$ cat src/vsdts_pkg.sv
// Shared types and codes for the vector store with dot-product threshold scan.
// Used by vsdts_cell, vsdts_dot and vector_store_dot_threshold_scan.
`timescale 1ns / 1ps
`default_nettype none

package vsdts_pkg;

  // One stored vector, x in the lowest bits
  typedef struct packed {
    logic signed [15:0] z;
    logic signed [15:0] y;
    logic signed [15:0] x;
  } vec_t;

  // Control token that travels with an entry through the dot pipeline
  typedef struct packed {
    logic       vld;
    logic       done;
    logic [4:0] id;
  } tok_t;

  // Input commands
  localparam logic CMD_APPEND = 1'b0;
  localparam logic CMD_SCAN   = 1'b1;

  // Result status codes
  localparam logic [1:0] ST_APPENDED = 2'd0;
  localparam logic [1:0] ST_FULL     = 2'd1;
  localparam logic [1:0] ST_MATCH    = 2'd2;
  localparam logic [1:0] ST_DONE     = 2'd3;

  // Configuration register indexes
  localparam logic REG_THRESHOLD = 1'b0;
  localparam logic REG_CAPACITY  = 1'b1;

  localparam logic [15:0] THRESHOLD_RST = 16'd13926;
  localparam logic [5:0]  CAPACITY_RST  = 6'd32;

endpackage

`default_nettype wire

$ cat src/vsdts_cell.sv
// One storage cell of the entry chain: holds a single vector.
// Loads on append, or takes its neighbor's vector while the chain rotates.
`timescale 1ns / 1ps
`default_nettype none

module vsdts_cell (
  input  wire logic           clk,
  input  wire logic           wr_en,
  input  wire vsdts_pkg::vec_t wr_data,
  input  wire logic           shift_en,
  input  wire vsdts_pkg::vec_t shift_in,
  output vsdts_pkg::vec_t     data
);
  import vsdts_pkg::*;

  vec_t data_r;

  // Append write wins; rotation only runs during a scan
  always_ff @(posedge clk) begin
    if (wr_en) begin
      data_r <= wr_data;
    end else if (shift_en) begin
      data_r <= shift_in;
    end
  end

  assign data = data_r;

endmodule

`default_nettype wire

$ cat src/vsdts_dot.sv
// Two-stage dot product and threshold compare for the scan path.
// Stage 1 registers three 16x16 products, stage 2 the sum and the compare.
`timescale 1ns / 1ps
`default_nettype none

module vsdts_dot (
  input  wire logic                clk,
  input  wire logic                rst_n,
  input  wire logic                adv,
  input  wire vsdts_pkg::tok_t     tok_in,
  input  wire vsdts_pkg::vec_t     qry,
  input  wire vsdts_pkg::vec_t     ent,
  input  wire logic signed [15:0]  thr,
  output vsdts_pkg::tok_t          tok_out,
  output logic signed [32:0]       dot_out,
  output logic                     hit,
  output vsdts_pkg::vec_t          ent_out
);
  import vsdts_pkg::*;

  tok_t               tok1_r, tok2_r;
  vec_t               ent1_r, ent2_r;
  logic signed [31:0] px_r, py_r, pz_r;
  logic signed [31:0] px_nxt, py_nxt, pz_nxt;
  logic signed [32:0] sum_nxt, dot2_r, thr_ext;
  logic               hit2_r;

  // Products
  assign px_nxt = qry.x * ent.x;
  assign py_nxt = qry.y * ent.y;
  assign pz_nxt = qry.z * ent.z;

  // Sum and threshold scaled by 2^14
  assign sum_nxt = 33'(px_r) + 33'(py_r) + 33'(pz_r);
  assign thr_ext = $signed({{3{thr[15]}}, thr, 14'd0});

  // Token registers (valid, done and id)
  always_ff @(posedge clk) begin
    if (!rst_n) begin
      tok1_r <= '0;
      tok2_r <= '0;
    end else if (adv) begin
      tok1_r <= tok_in;
      tok2_r <= tok1_r;
    end
  end

  // Data path
  always_ff @(posedge clk) begin
    if (adv) begin
      px_r   <= px_nxt;
      py_r   <= py_nxt;
      pz_r   <= pz_nxt;
      ent1_r <= ent;
      dot2_r <= sum_nxt;
      hit2_r <= sum_nxt > thr_ext;
      ent2_r <= ent1_r;
    end
  end

  assign tok_out = tok2_r;
  assign dot_out = dot2_r;
  assign hit     = hit2_r;
  assign ent_out = ent2_r;

endmodule

`default_nettype wire

$ cat src/vector_store_dot_threshold_scan.sv
// Append-only vector store with a rotating chain of cells and a dot-product scan.
// Append: accepted when idle; the result is registered in the append state once the
// output register is free.
// Scan: the chain rotates once, one entry a cycle (while the output is not stalled) into
// a two-stage dot unit; a done token follows the last entry and its result ends the
// scan. A full output stalls the whole scan. Reset clears state, count, scan index,
// output valid and config registers; stored vectors and payload are not cleared.
`timescale 1ns / 1ps
`default_nettype none

module vector_store_dot_threshold_scan #(
  parameter int DEPTH = 32
) (
  input  wire logic        clk,
  input  wire logic        rst_n,
  // input items
  input  wire logic        in_tvalid,
  output logic             in_tready,
  input  wire logic [47:0] in_tdata,  // vec_x[15:0], vec_y[31:16], vec_z[47:32]
  input  wire logic        in_tuser,  // command[0]
  // results
  output logic             out_tvalid,
  input  wire logic        out_tready,
  output logic [87:0]      out_tdata, // entry_id[4:0], score[37:5], match_x[53:38],
                                      // match_y[69:54], match_z[85:70], zero[87:86]
  output logic [1:0]       out_tuser, // status[1:0]
  output logic             out_tlast,
  // configuration writes
  input  wire logic        cfg_valid,
  output logic             cfg_ready,
  input  wire logic        cfg_index,
  input  wire logic [15:0] cfg_data
);
  import vsdts_pkg::*;

  localparam int IW = (DEPTH > 1) ? $clog2(DEPTH) : 1;
  localparam int CW = $clog2(DEPTH + 1);
  localparam int KW = $clog2(DEPTH + 2);

  localparam logic [1:0] S_IDLE   = 2'd0;
  localparam logic [1:0] S_APPEND = 2'd1;
  localparam logic [1:0] S_SCAN   = 2'd2;

  logic [1:0]          state_r, state_nxt;
  logic [CW-1:0]       count_r, count_nxt;
  logic [KW-1:0]       k_r, k_nxt;
  vec_t                qry_r;
  logic signed [15:0]  thr_r;
  logic [5:0]          cap_r;
  logic [5:0]          limit;
  logic                full;
  logic                adv;
  logic                wr_en, shift_en;
  vec_t                cells [DEPTH];
  tok_t                tok_in, tok_out;
  logic signed [32:0]  dot;
  logic                hit;
  vec_t                ent_out;

  logic                out_valid_r, out_valid_nxt;
  logic [1:0]          out_status_r, out_status_nxt;
  logic [4:0]          out_id_r, out_id_nxt;
  logic signed [32:0]  out_score_r, out_score_nxt;
  vec_t                out_vec_r, out_vec_nxt;
  logic                out_last_r, out_last_nxt;

  // Output register frees up when empty or being taken
  assign adv       = !out_valid_r || out_tready;
  assign in_tready = (state_r == S_IDLE);
  assign cfg_ready = 1'b1;

  // Configuration registers
  always_ff @(posedge clk) begin
    if (!rst_n) begin
      thr_r <= THRESHOLD_RST;
      cap_r <= CAPACITY_RST;
    end else if (cfg_valid) begin
      unique case (cfg_index)
        REG_THRESHOLD: thr_r <= cfg_data;
        REG_CAPACITY:  cap_r <= cfg_data[5:0];
      endcase
    end
  end

  // Store full check against min(capacity, DEPTH)
  assign limit = (cap_r > 6'(DEPTH)) ? 6'(DEPTH) : cap_r;
  assign full  = 6'(count_r) >= limit;

  assign wr_en    = (state_r == S_APPEND) && adv && !full;
  assign shift_en = (state_r == S_SCAN) && adv && (k_r < KW'(DEPTH));

  // Chain of cells, rotating toward cell 0
  for (genvar i = 0; i < DEPTH; i++) begin : g_cell
    vsdts_cell u_cell (
      .clk      (clk),
      .wr_en    (wr_en && (count_r[IW-1:0] == IW'(i))),
      .wr_data  (qry_r),
      .shift_en (shift_en),
      .shift_in (cells[(i + 1) % DEPTH]),
      .data     (cells[i])
    );
  end

  // Token for the entry now at the head, or the done marker after the last rotation
  always_comb begin
    tok_in      = '0;
    tok_in.id   = 5'(k_r);
    tok_in.done = (k_r == KW'(DEPTH));
    if ((state_r == S_SCAN) && adv) begin
      if (k_r < KW'(DEPTH)) begin
        tok_in.vld = k_r < KW'(count_r);
      end else begin
        tok_in.vld = (k_r == KW'(DEPTH));
      end
    end
  end

  vsdts_dot u_dot (
    .clk     (clk),
    .rst_n   (rst_n),
    .adv     (adv),
    .tok_in  (tok_in),
    .qry     (qry_r),
    .ent     (cells[0]),
    .thr     (thr_r),
    .tok_out (tok_out),
    .dot_out (dot),
    .hit     (hit),
    .ent_out (ent_out)
  );

  // Sequencer and output register loading
  always_comb begin
    state_nxt      = state_r;
    count_nxt      = count_r;
    k_nxt          = k_r;
    out_valid_nxt  = out_valid_r && !out_tready;
    out_status_nxt = out_status_r;
    out_id_nxt     = out_id_r;
    out_score_nxt  = out_score_r;
    out_vec_nxt    = out_vec_r;
    out_last_nxt   = out_last_r;
    unique case (state_r)
      S_IDLE: begin
        if (in_tvalid) begin
          k_nxt     = '0;
          state_nxt = (in_tuser == CMD_SCAN) ? S_SCAN : S_APPEND;
        end
      end
      S_APPEND: begin
        if (adv) begin
          out_valid_nxt = 1'b1;
          out_score_nxt = '0;
          out_vec_nxt   = '0;
          out_last_nxt  = 1'b1;
          if (full) begin
            out_status_nxt = ST_FULL;
            out_id_nxt     = '0;
          end else begin
            out_status_nxt = ST_APPENDED;
            out_id_nxt     = 5'(count_r);
            count_nxt      = count_r + 1'b1;
          end
          state_nxt = S_IDLE;
        end
      end
      S_SCAN: begin
        if (adv) begin
          if (k_r <= KW'(DEPTH)) begin
            k_nxt = k_r + 1'b1;
          end
          if (tok_out.vld && tok_out.done) begin
            out_valid_nxt  = 1'b1;
            out_status_nxt = ST_DONE;
            out_id_nxt     = '0;
            out_score_nxt  = '0;
            out_vec_nxt    = '0;
            out_last_nxt   = 1'b1;
            state_nxt      = S_IDLE;
          end else if (tok_out.vld && hit) begin
            out_valid_nxt  = 1'b1;
            out_status_nxt = ST_MATCH;
            out_id_nxt     = tok_out.id;
            out_score_nxt  = dot;
            out_vec_nxt    = ent_out;
            out_last_nxt   = 1'b0;
          end
        end
      end
      default: state_nxt = S_IDLE;
    endcase
  end

  // Control state
  always_ff @(posedge clk) begin
    if (!rst_n) begin
      state_r     <= S_IDLE;
      count_r     <= '0;
      k_r         <= '0;
      out_valid_r <= 1'b0;
    end else begin
      state_r     <= state_nxt;
      count_r     <= count_nxt;
      k_r         <= k_nxt;
      out_valid_r <= out_valid_nxt;
    end
  end

  // Payload
  always_ff @(posedge clk) begin
    if (in_tvalid && in_tready) begin
      qry_r <= in_tdata;
    end
    out_status_r <= out_status_nxt;
    out_id_r     <= out_id_nxt;
    out_score_r  <= out_score_nxt;
    out_vec_r    <= out_vec_nxt;
    out_last_r   <= out_last_nxt;
  end

  assign out_tvalid = out_valid_r;
  assign out_tuser  = out_status_r;
  assign out_tlast  = out_last_r;
  assign out_tdata  = {2'b00, out_vec_r.z, out_vec_r.y, out_vec_r.x, out_score_r, out_id_r};

  // Checks
  a_count_bound: assert property (@(posedge clk) disable iff (!rst_n)
    count_r <= CW'(DEPTH))
    else $error("entry count above depth");

  a_count_step: assert property (@(posedge clk) disable iff (!rst_n)
    !$stable(count_r) && $past(rst_n) |-> count_r == CW'($past(count_r) + 1'b1))
    else $error("entry count moved by other than one");

  a_scan_no_append: assert property (@(posedge clk) disable iff (!rst_n)
    (state_r == S_SCAN) && $past(state_r == S_SCAN) |-> $stable(count_r))
    else $error("entry count changed during scan");

  a_match_score: assert property (@(posedge clk) disable iff (!rst_n)
    out_valid_r && (out_status_r == ST_MATCH) |->
      (out_score_r > $signed({{3{thr_r[15]}}, thr_r, 14'd0})) && !out_last_r)
    else $error("match result not above threshold");

  a_done_ends: assert property (@(posedge clk) disable iff (!rst_n)
    adv && (state_r == S_SCAN) && tok_out.vld && tok_out.done |=> state_r == S_IDLE)
    else $error("scan did not end after done result");

endmodule

`default_nettype wire
$ cat config.mk
export PLATFORM = sky130hd
export DESIGN_NAME = vector_store_dot_threshold_scan
export DESIGN_NICKNAME = d
export VERILOG_FILES = /design/src/vsdts_pkg.sv /design/src/vsdts_cell.sv /design/src/vsdts_dot.sv /design/src/vector_store_dot_threshold_scan.sv
export SDC_FILE = /design/constraint.sdc
export NUM_CORES = 2
export LEC_CHECK = 0
export BUFFER_PORTS_ARGS = -buffer_cell sky130_fd_sc_hd__buf_4
export CAP_MARGIN = 20
export CORE_ASPECT_RATIO = 1.4
export CORE_MARGIN = 1.5
export CORE_UTILIZATION = 25
export DETAILED_ROUTE_END_ITERATION = 10
export PLACE_DENSITY = 0.44
export RECOVER_POWER = 50
export SYNTH_ARGS = -nofsm -noshare
export SYNTH_HDL_FRONTEND = slang
export SYNTH_SLANG_ARGS = --single-unit
$ cat constraint.sdc
create_clock -name clk -period 9.5 [get_ports clk]
set_input_delay 1.9 -clock clk [delete_from_list [all_inputs] [get_ports clk]]
set_output_delay 1.9 -clock clk [all_outputs]
set_load 0.03 [all_outputs]
# [Yosys cells after proc, flatten, opt, wreduce, memory -nomap -nowiden]
# Index checks and enable logic that the tools add are counted.
[totals] regBits=1950 latch_bits=0 ram_bits=0 romBits=0 input_bits=71 out_inout_bits=94 mem_count=0
[op_classes] addsub=4 multipliers=3 n_div=0 n_lt_le_gt_ge=6 n_eq_ne=40 shift=0 muxes=109 bitwise_logic=2 reduce_logical=86
[op_table] operator="2-to-1 mux 48 bit" n=68
[op_table] operator="2-to-1 mux 33 bit" n=4
[op_table] operator="multiplier 16 x 16 -> 32 bit" n=3
[op_table] operator="case mux 48 bit (2 select lines)" n=1
[op_table] operator="== test 5 bit (second input constant)" n=16
[op_table] operator="nonzero test 2 bit" n=34
[op_table] operator="case mux 33 bit (2 select lines)" n=1
[op_table] operator="== test 5 x 4 -> 1 bit (second input constant)" n=8
[op_table] operator="logical AND 1 bit" n=40
[op_table] operator="adder 32 x 32 -> 33 bit" n=1
[op_table] operator="adder 33 x 32 -> 33 bit" n=1
[op_table] operator="> comparator 33 x 30 -> 1 bit" n=1
[op_table] operator="2-to-1 mux 5 bit" n=5
[op_table] operator="2-to-1 mux 6 bit" n=4
[op_table] operator="== test 5 x 3 -> 1 bit (second input constant)" n=4
[op_table] operator="2-to-1 mux 2 bit" n=9
[op_table] operator="adder 6 x 1 -> 6 bit (second input constant)" n=2
[op_table] operator="case mux 6 bit (2 select lines)" n=1
[op_table] operator="AND reduction 4 bit" n=3
[op_table] operator="2-to-1 mux 1 bit" n=11
[op_table] operator="== test 5 x 2 -> 1 bit (second input constant)" n=2
[op_table] operator="case mux 5 bit (2 select lines)" n=1
[op_table] operator="== test 6 bit (second input constant)" n=1
[op_table] operator=">= comparator 6 bit" n=1
[op_table] operator="20 further kinds" n=28

# [Logic depth before layout (Yosys ltp)]
[depth] depth_word=7 mapped_depth=25 mapped_depth_nobuf=23

# [By module]
# A second synthesis with hierarchy kept.
[unflattened] hier_cells=7644 area_unflattened_um2=112671.8
[by_module_without_submodules] mod="vsdts_cell" instances=32 cells_per_inst=102 area_per_inst_um2=2067.0 seq_area_each_um2=1441.4
[by_module_without_submodules] mod="vsdts_dot" instances=1 cells_per_inst=3839 area_per_inst_um2=39456.6 seq_area_each_um2=7066.8
[by_module_without_submodules] mod="vector_store_dot_threshold_scan" instances=1 cells_per_inst=541 area_per_inst_um2=7071.8 seq_area_each_um2=4854.7

# [Worst setup path before layout]
# Ideal clock, no wire load.
[synth_path] path_type="input-to-reg" from="in out_tready" to="reg u_dot.dot2_r[0] (netlist: u_dot.dot_out[0]), enable pin" setup_ps=678 t_arrival_ps=8522 path_slack_ps=299 stages=4 cell_sequence="nor2b_1 -> clkbuf_1 -> clkinv_1 -> buf_1"
[synth_between] elab_chain_len=1
[synth_lines] element="start, declared" line_no="vector_store_dot_threshold_scan.sv:23" rtl="input wire logic out_tready,"
[synth_lines] element="logical OR 1 bit" line_no="vector_store_dot_threshold_scan.sv:68" rtl="assign adv = !out_valid_r || out_tready;"
[synth_lines] element="net adv" line_no="vector_store_dot_threshold_scan.sv:52" rtl="logic adv;"
[synth_lines] element="end signal, assigned" line_no="vsdts_dot.sv:55" rtl="dot2_r <= sum_nxt;"
[synth_lines] element="end, declared" line_no="vsdts_dot.sv:25" rtl="logic signed [32:0] sum_nxt, dot2_r, thr_ext;"
# The timed path passes the listed nets, and every way through them passes these cells.
# A chain may end at the register's enable or synchronous reset.

# [Worst setup path in the final report]
[layout_path] from="in out_tready" to="reg g_cell[18].u_cell.data_r, in the netlist g_cell[18].u_cell.data[35], enable pin"
[layout_between] elab_chain_len=5
[layout_lines] element="logical OR 1 bit (*)" line_no="vector_store_dot_threshold_scan.sv:68"
[layout_lines] element="logical AND 1 bit (2 in series)" line_no="vector_store_dot_threshold_scan.sv:89" rtl="assign wr_en = (state_r == S_APPEND) && adv && !full;"
[layout_lines] element="logical AND 1 bit" line_no="vector_store_dot_threshold_scan.sv:96" rtl=".wr_en (wr_en && (count_r[IW-1:0] == IW'(i))),"
[layout_lines] element="nonzero test 2 bit (no line) (*)"
[layout_lines] element="end signal, assigned" line_no="vsdts_cell.sv:21" rtl="data_r <= wr_data;"
[layout_lines] element="end signal, assigned" line_no="vsdts_cell.sv:23" rtl="data_r <= shift_in;"
[layout_lines] element="end, declared" line_no="vsdts_cell.sv:16" rtl="vec_t data_r;"
# Every way passes the cells marked *; elsewhere a longest branch is shown, timed or not.

==> impl_summary.md <==
Status
The run finished, with violations left. The checks that failed: capacitance limit, slew limit.

Critical path
Data on the critical path arrives at its endpoint at 8.74 ns. The kind of end point of the critical path is a flop. The type of element launching the critical path is a primary input. The setup slack on the worst flop-to-flop path is 1.54 ns. The most critical setup path has its startpoint at out_tready.

The worst-case reg-to-reg path depth is 21. The termination of the worst setup path is g_cell[18].u_cell.data[35]$_DFFE_PP_. The maximum net fanout on the critical path is 79. The endpoint identified for the worst register-to-register timing path is u_dot.py_r[30]$_DFFE_PN_.

The critical setup path kind is primary input to flop. The beginning of the worst register-to-register path is g_cell[0].u_cell.data[20]$_DFFE_PP_. Data on the critical path is required at its endpoint by 9.96 ns.

Logic synthesis
After synthesis the netlist holds a flip-flop and latch count of 1950. The commonest cells after synthesis are 1899 x sky130_fd_sc_hd__edfxtp_1, 1495 x sky130_fd_sc_hd__mux2_2, 909 x sky130_fd_sc_hd__inv_1. Yosys mapped a number of flops with a built-in enable equal to 1899. The complex-gate fraction of the synthesized area is 0.0239.

In the synthesized netlist the dominant register cell turns out to be sky130_fd_sc_hd__edfxtp_1. Yosys attributes the largest share of cell area to sky130_fd_sc_hd__edfxtp_1 51%, sky130_fd_sc_hd__mux2_2 15%, sky130_fd_sc_hd__fa_1 15%. The count of cell types in the netlist is 70. The post-synthesis cell count is 7835. The proportion of synthesized flip-flops having asynchronous set or reset is 0.

Of the total synthesized cell area, the portion taken by AND, OR, NAND and NOR gates is 0.0560. The share of the synthesized netlist area taken by xor and xnor gates is 0.0106. The average instance in the mapped netlist occupies 14.2 um2. The sequential-to-total area share from yosys stat is 0.520. Of the total synthesized cell area, the portion taken by full adders, half adders and majority gates is 0.183. The main combinational cell family by area after synthesis is adder cells. The mux share of post-synthesis cell area is 0.156. The leading area contributor after synthesis is sky130_fd_sc_hd__edfxtp_1. The fraction of post-synthesis cell area in the top cell type by area is 0.511. In this run the cell area of the synthesized design comes to 112000 um2. The cell with the most instances after synthesis is sky130_fd_sc_hd__edfxtp_1. During synthesis, Yosys emitted a total of 0 warnings.

Timing
Setup repair after global routing left no endpoint under its margin. At the pin with the least slew margin, the transition time is 4.50 ns. After layout, the worst setup slack is 1.22 ns. Measured against its own limit, the worst slew margin works out to -2.00. The post-route setup TNS is 0 ns. Subtracting the final worst setup slack from the clock period gives 8.28 ns.

The final hold violation count is 0. The number of failing setup endpoints in the final timing report is 0. In the finished design, the share of the clock period the worst path needs comes to 0.871. The clock skew is 0.0816 ns. The number of pins exceeding their max-slew limit in the final report is 1600. The fmax is 0.121 GHz.

Route
The iteration count of the initial detailed-routing pass is 5. For this run, design rule violations remaining after detail routing come to 0. After detailed routing, the average wire length per cell comes to 24.8 um. In the routed layout, each cell is associated on average with a via count of 4.41. The final wirelength is 345000 um. The final antenna-violating net count is 0. The routed via count is 61200. The number of DRC markers after the initial detailed-route iteration is 3788.

Job
The max-cap violation count is 44.

GRT
The pin count of the biggest net entering global routing is 80. The first global-routing pass estimated 502000 um of wire. For this run the aggregate overflow at the end of global routing stands at 0.

The combined global-route utilization of all metal layers is 0.152. The via count of the first global-routing pass is 67900. The number of antenna violations at the first check in global routing is 32.

Clock network
In this run the number of H-tree levels came out at 4. The post-cts resize count is 0. The clock net in this run drives a total of 1950 sinks. The clock reaches the later pin of the worst-skew pair after 0.92 ns.

The CTS root buffer is sky130_fd_sc_hd__clkbuf_16. The clock-pin slew of the registers on the worst-case setup and hold paths is 0.07 ns. The TritonCTS clock tree is yes.

In this run, post-CTS hold repair placed 0 buffers. The number of buffers inserted during clock tree synthesis is 207. The largest buffer count on any clock path is 4.

The number of setup buffers added after CTS is 0.

Floorplan
For this design the top-level I/O count stands at 165. The floorplan die width is 568 um. The die covers 451000 um2. For this configuration, the core starts out at a cell density of 0.251. The die is 794 um tall.

The number of standard-cell rows in the floorplan is 290. The core area is 445000 um2.

Final layout
The growth of design area from synthesis to finish is 12.7%. The fraction of layout instances using a drive strength above 1 is 0.249. The final net count is 9084. The final cell utilization of the core is 0.283.

Placement
The count of buffers from port buffering is 161. Prior to clock tree synthesis, the placed netlist has a worst setup slack of 1.97 ns. The wire-length estimate of the detail-placed layout is 229000 um. Routability-driven placement finished with a final weighted congestion of 0.817.

Hold path
The worst hold path belongs to the class flop to flop.
worst min path at each step:
stage	endpoint	slack, ns	start	cells past startpoint
3_3_place_gp	u_dot.ent_out[45]$_DFFE_PN_	0.40	u_dot.ent1_r[45]$_DFFE_PN_	0
3_5_place_dp	u_dot.ent_out[11]$_DFFE_PN_	0.40	u_dot.ent1_r[11]$_DFFE_PN_	0
4_1_cts	u_dot.ent_out[15]$_DFFE_PN_	0.39	u_dot.ent1_r[15]$_DFFE_PN_	0
6_report	u_dot.ent_out[18]$_DFFE_PN_	0.40	u_dot.ent1_r[18]$_DFFE_PN_	0
5_1_grt	u_dot.ent_out[15]$_DFFE_PN_	0.39	u_dot.ent1_r[15]$_DFFE_PN_	0
2_1_floorplan	u_dot.ent_out[0]$_DFFE_PN_	0.40	u_dot.ent1_r[0]$_DFFE_PN_	0
routing by layer:
metal | track usage | vias up | routed length [um]
li1 | - | 27000 | -
met3 | 0.0173 | 403 | 11300
met5 | 0 | - | 81
met2 | 0.273 | 1148 | 175000
met4 | 0.0454 | 12 | 11400
met1 | 0.189 | 32600 | 146000
state kept, by name (all words and copies together) (netlist names), 33 cells and up:
| name | cells |
|---|---|
| u_dot.ent_out | 48 |
| out_score_r | 33 |
| out_tdata | 48 |
| u_dot.dot_out | 33 |
| g_cell.u_cell.data | 1536 |
| qry_r | 48 |
| u_dot.ent1_r | 48 |
cell families (layout without fill, tap and decap cells):
group,after synthesis,count (layout)
adders and majority gates,1137,1137
xor gates and xnor gates,135,135
and+or+nand+nor,1247,1247
other,2,12
DFF,1950,1950
AOI/OAI and AO/OA,400,400
buffers and inverters,1425,1624
muxes,1539,1539
through the flow:
| step | instance area, um2 | instances | hold WS, ns |
|---|---|---|---|
| 6_report | 126000 | 13900 | 0.400 |
| 3_3_place_gp | 120000 | 13500 | 0.404 |
| 5_1_grt | 126000 | 13900 | 0.393 |
| 3_5_place_dp | 120000 | 13500 | 0.405 |
| 2_1_floorplan | 112000 | 7836 | 0.400 |
| 4_1_cts | 127000 | 13900 | 0.391 |
critical path, cell delays in order:
cell,delay [ns]
sky130_fd_sc_hd__clkbuf_4,0.11
sky130_fd_sc_hd__nor2b_1,0.06
sky130_fd_sc_hd__clkbuf_1,0.41
sky130_fd_sc_hd__inv_8,0.58
sky130_fd_sc_hd__nand2_1,0.16
sky130_fd_sc_hd__a211oi_1,1.72
sky130_fd_sc_hd__nand4_1,0.23
sky130_fd_sc_hd__clkbuf_1,0.95
sky130_fd_sc_hd__nand2_1,0.99
sky130_fd_sc_hd__clkbuf_2,1.53
cell usage in the layout (no fill, tap or decap), drive strengths merged, types with 12 or more instances in the layout:
master,Yosys,routed
edfxtp,1899,1899
mux2,1535,1535
inv,909,915
fa,819,819
nand2,483,483
clkbuf,346,436
and2,394,394
ha,318,318
buf,169,153
nor2,124,124
xnor2,109,109
and3,93,93
a21oi,90,90
o21ai,82,82
clkinv,1,81
a21o,65,65
dfxtp,51,51
nand3,36,36
a21boi,31,31
nand2b,30,30
bufinv,0,29
xor2,26,26
o21bai,23,23
nor3,22,22
nand4,19,19
nor2b,16,16
a211oi,15,15
o21a,14,14
a31oi,14,14
o211ai,12,12
area by class of cell:
| class | instances | area (um2) |
|---|---|---|
| antenna | 9 | 22.5 |
| clock inverter | 124 | 1400 |
| sequential | 1950 | 58000 |
| clock buffer | 244 | 5390 |
| tap | 5840 | 7310 |
| timing repair buffer | 346 | 2060 |
| multi-input combinational | 4461 | 48200 |
| fill | 45100 | 319000 |
| inverter | 910 | 3420 |
Power is left out: the tool's default activity adds up to more than one toggle a clock period on the data nets, which glitch-free logic cannot reach.
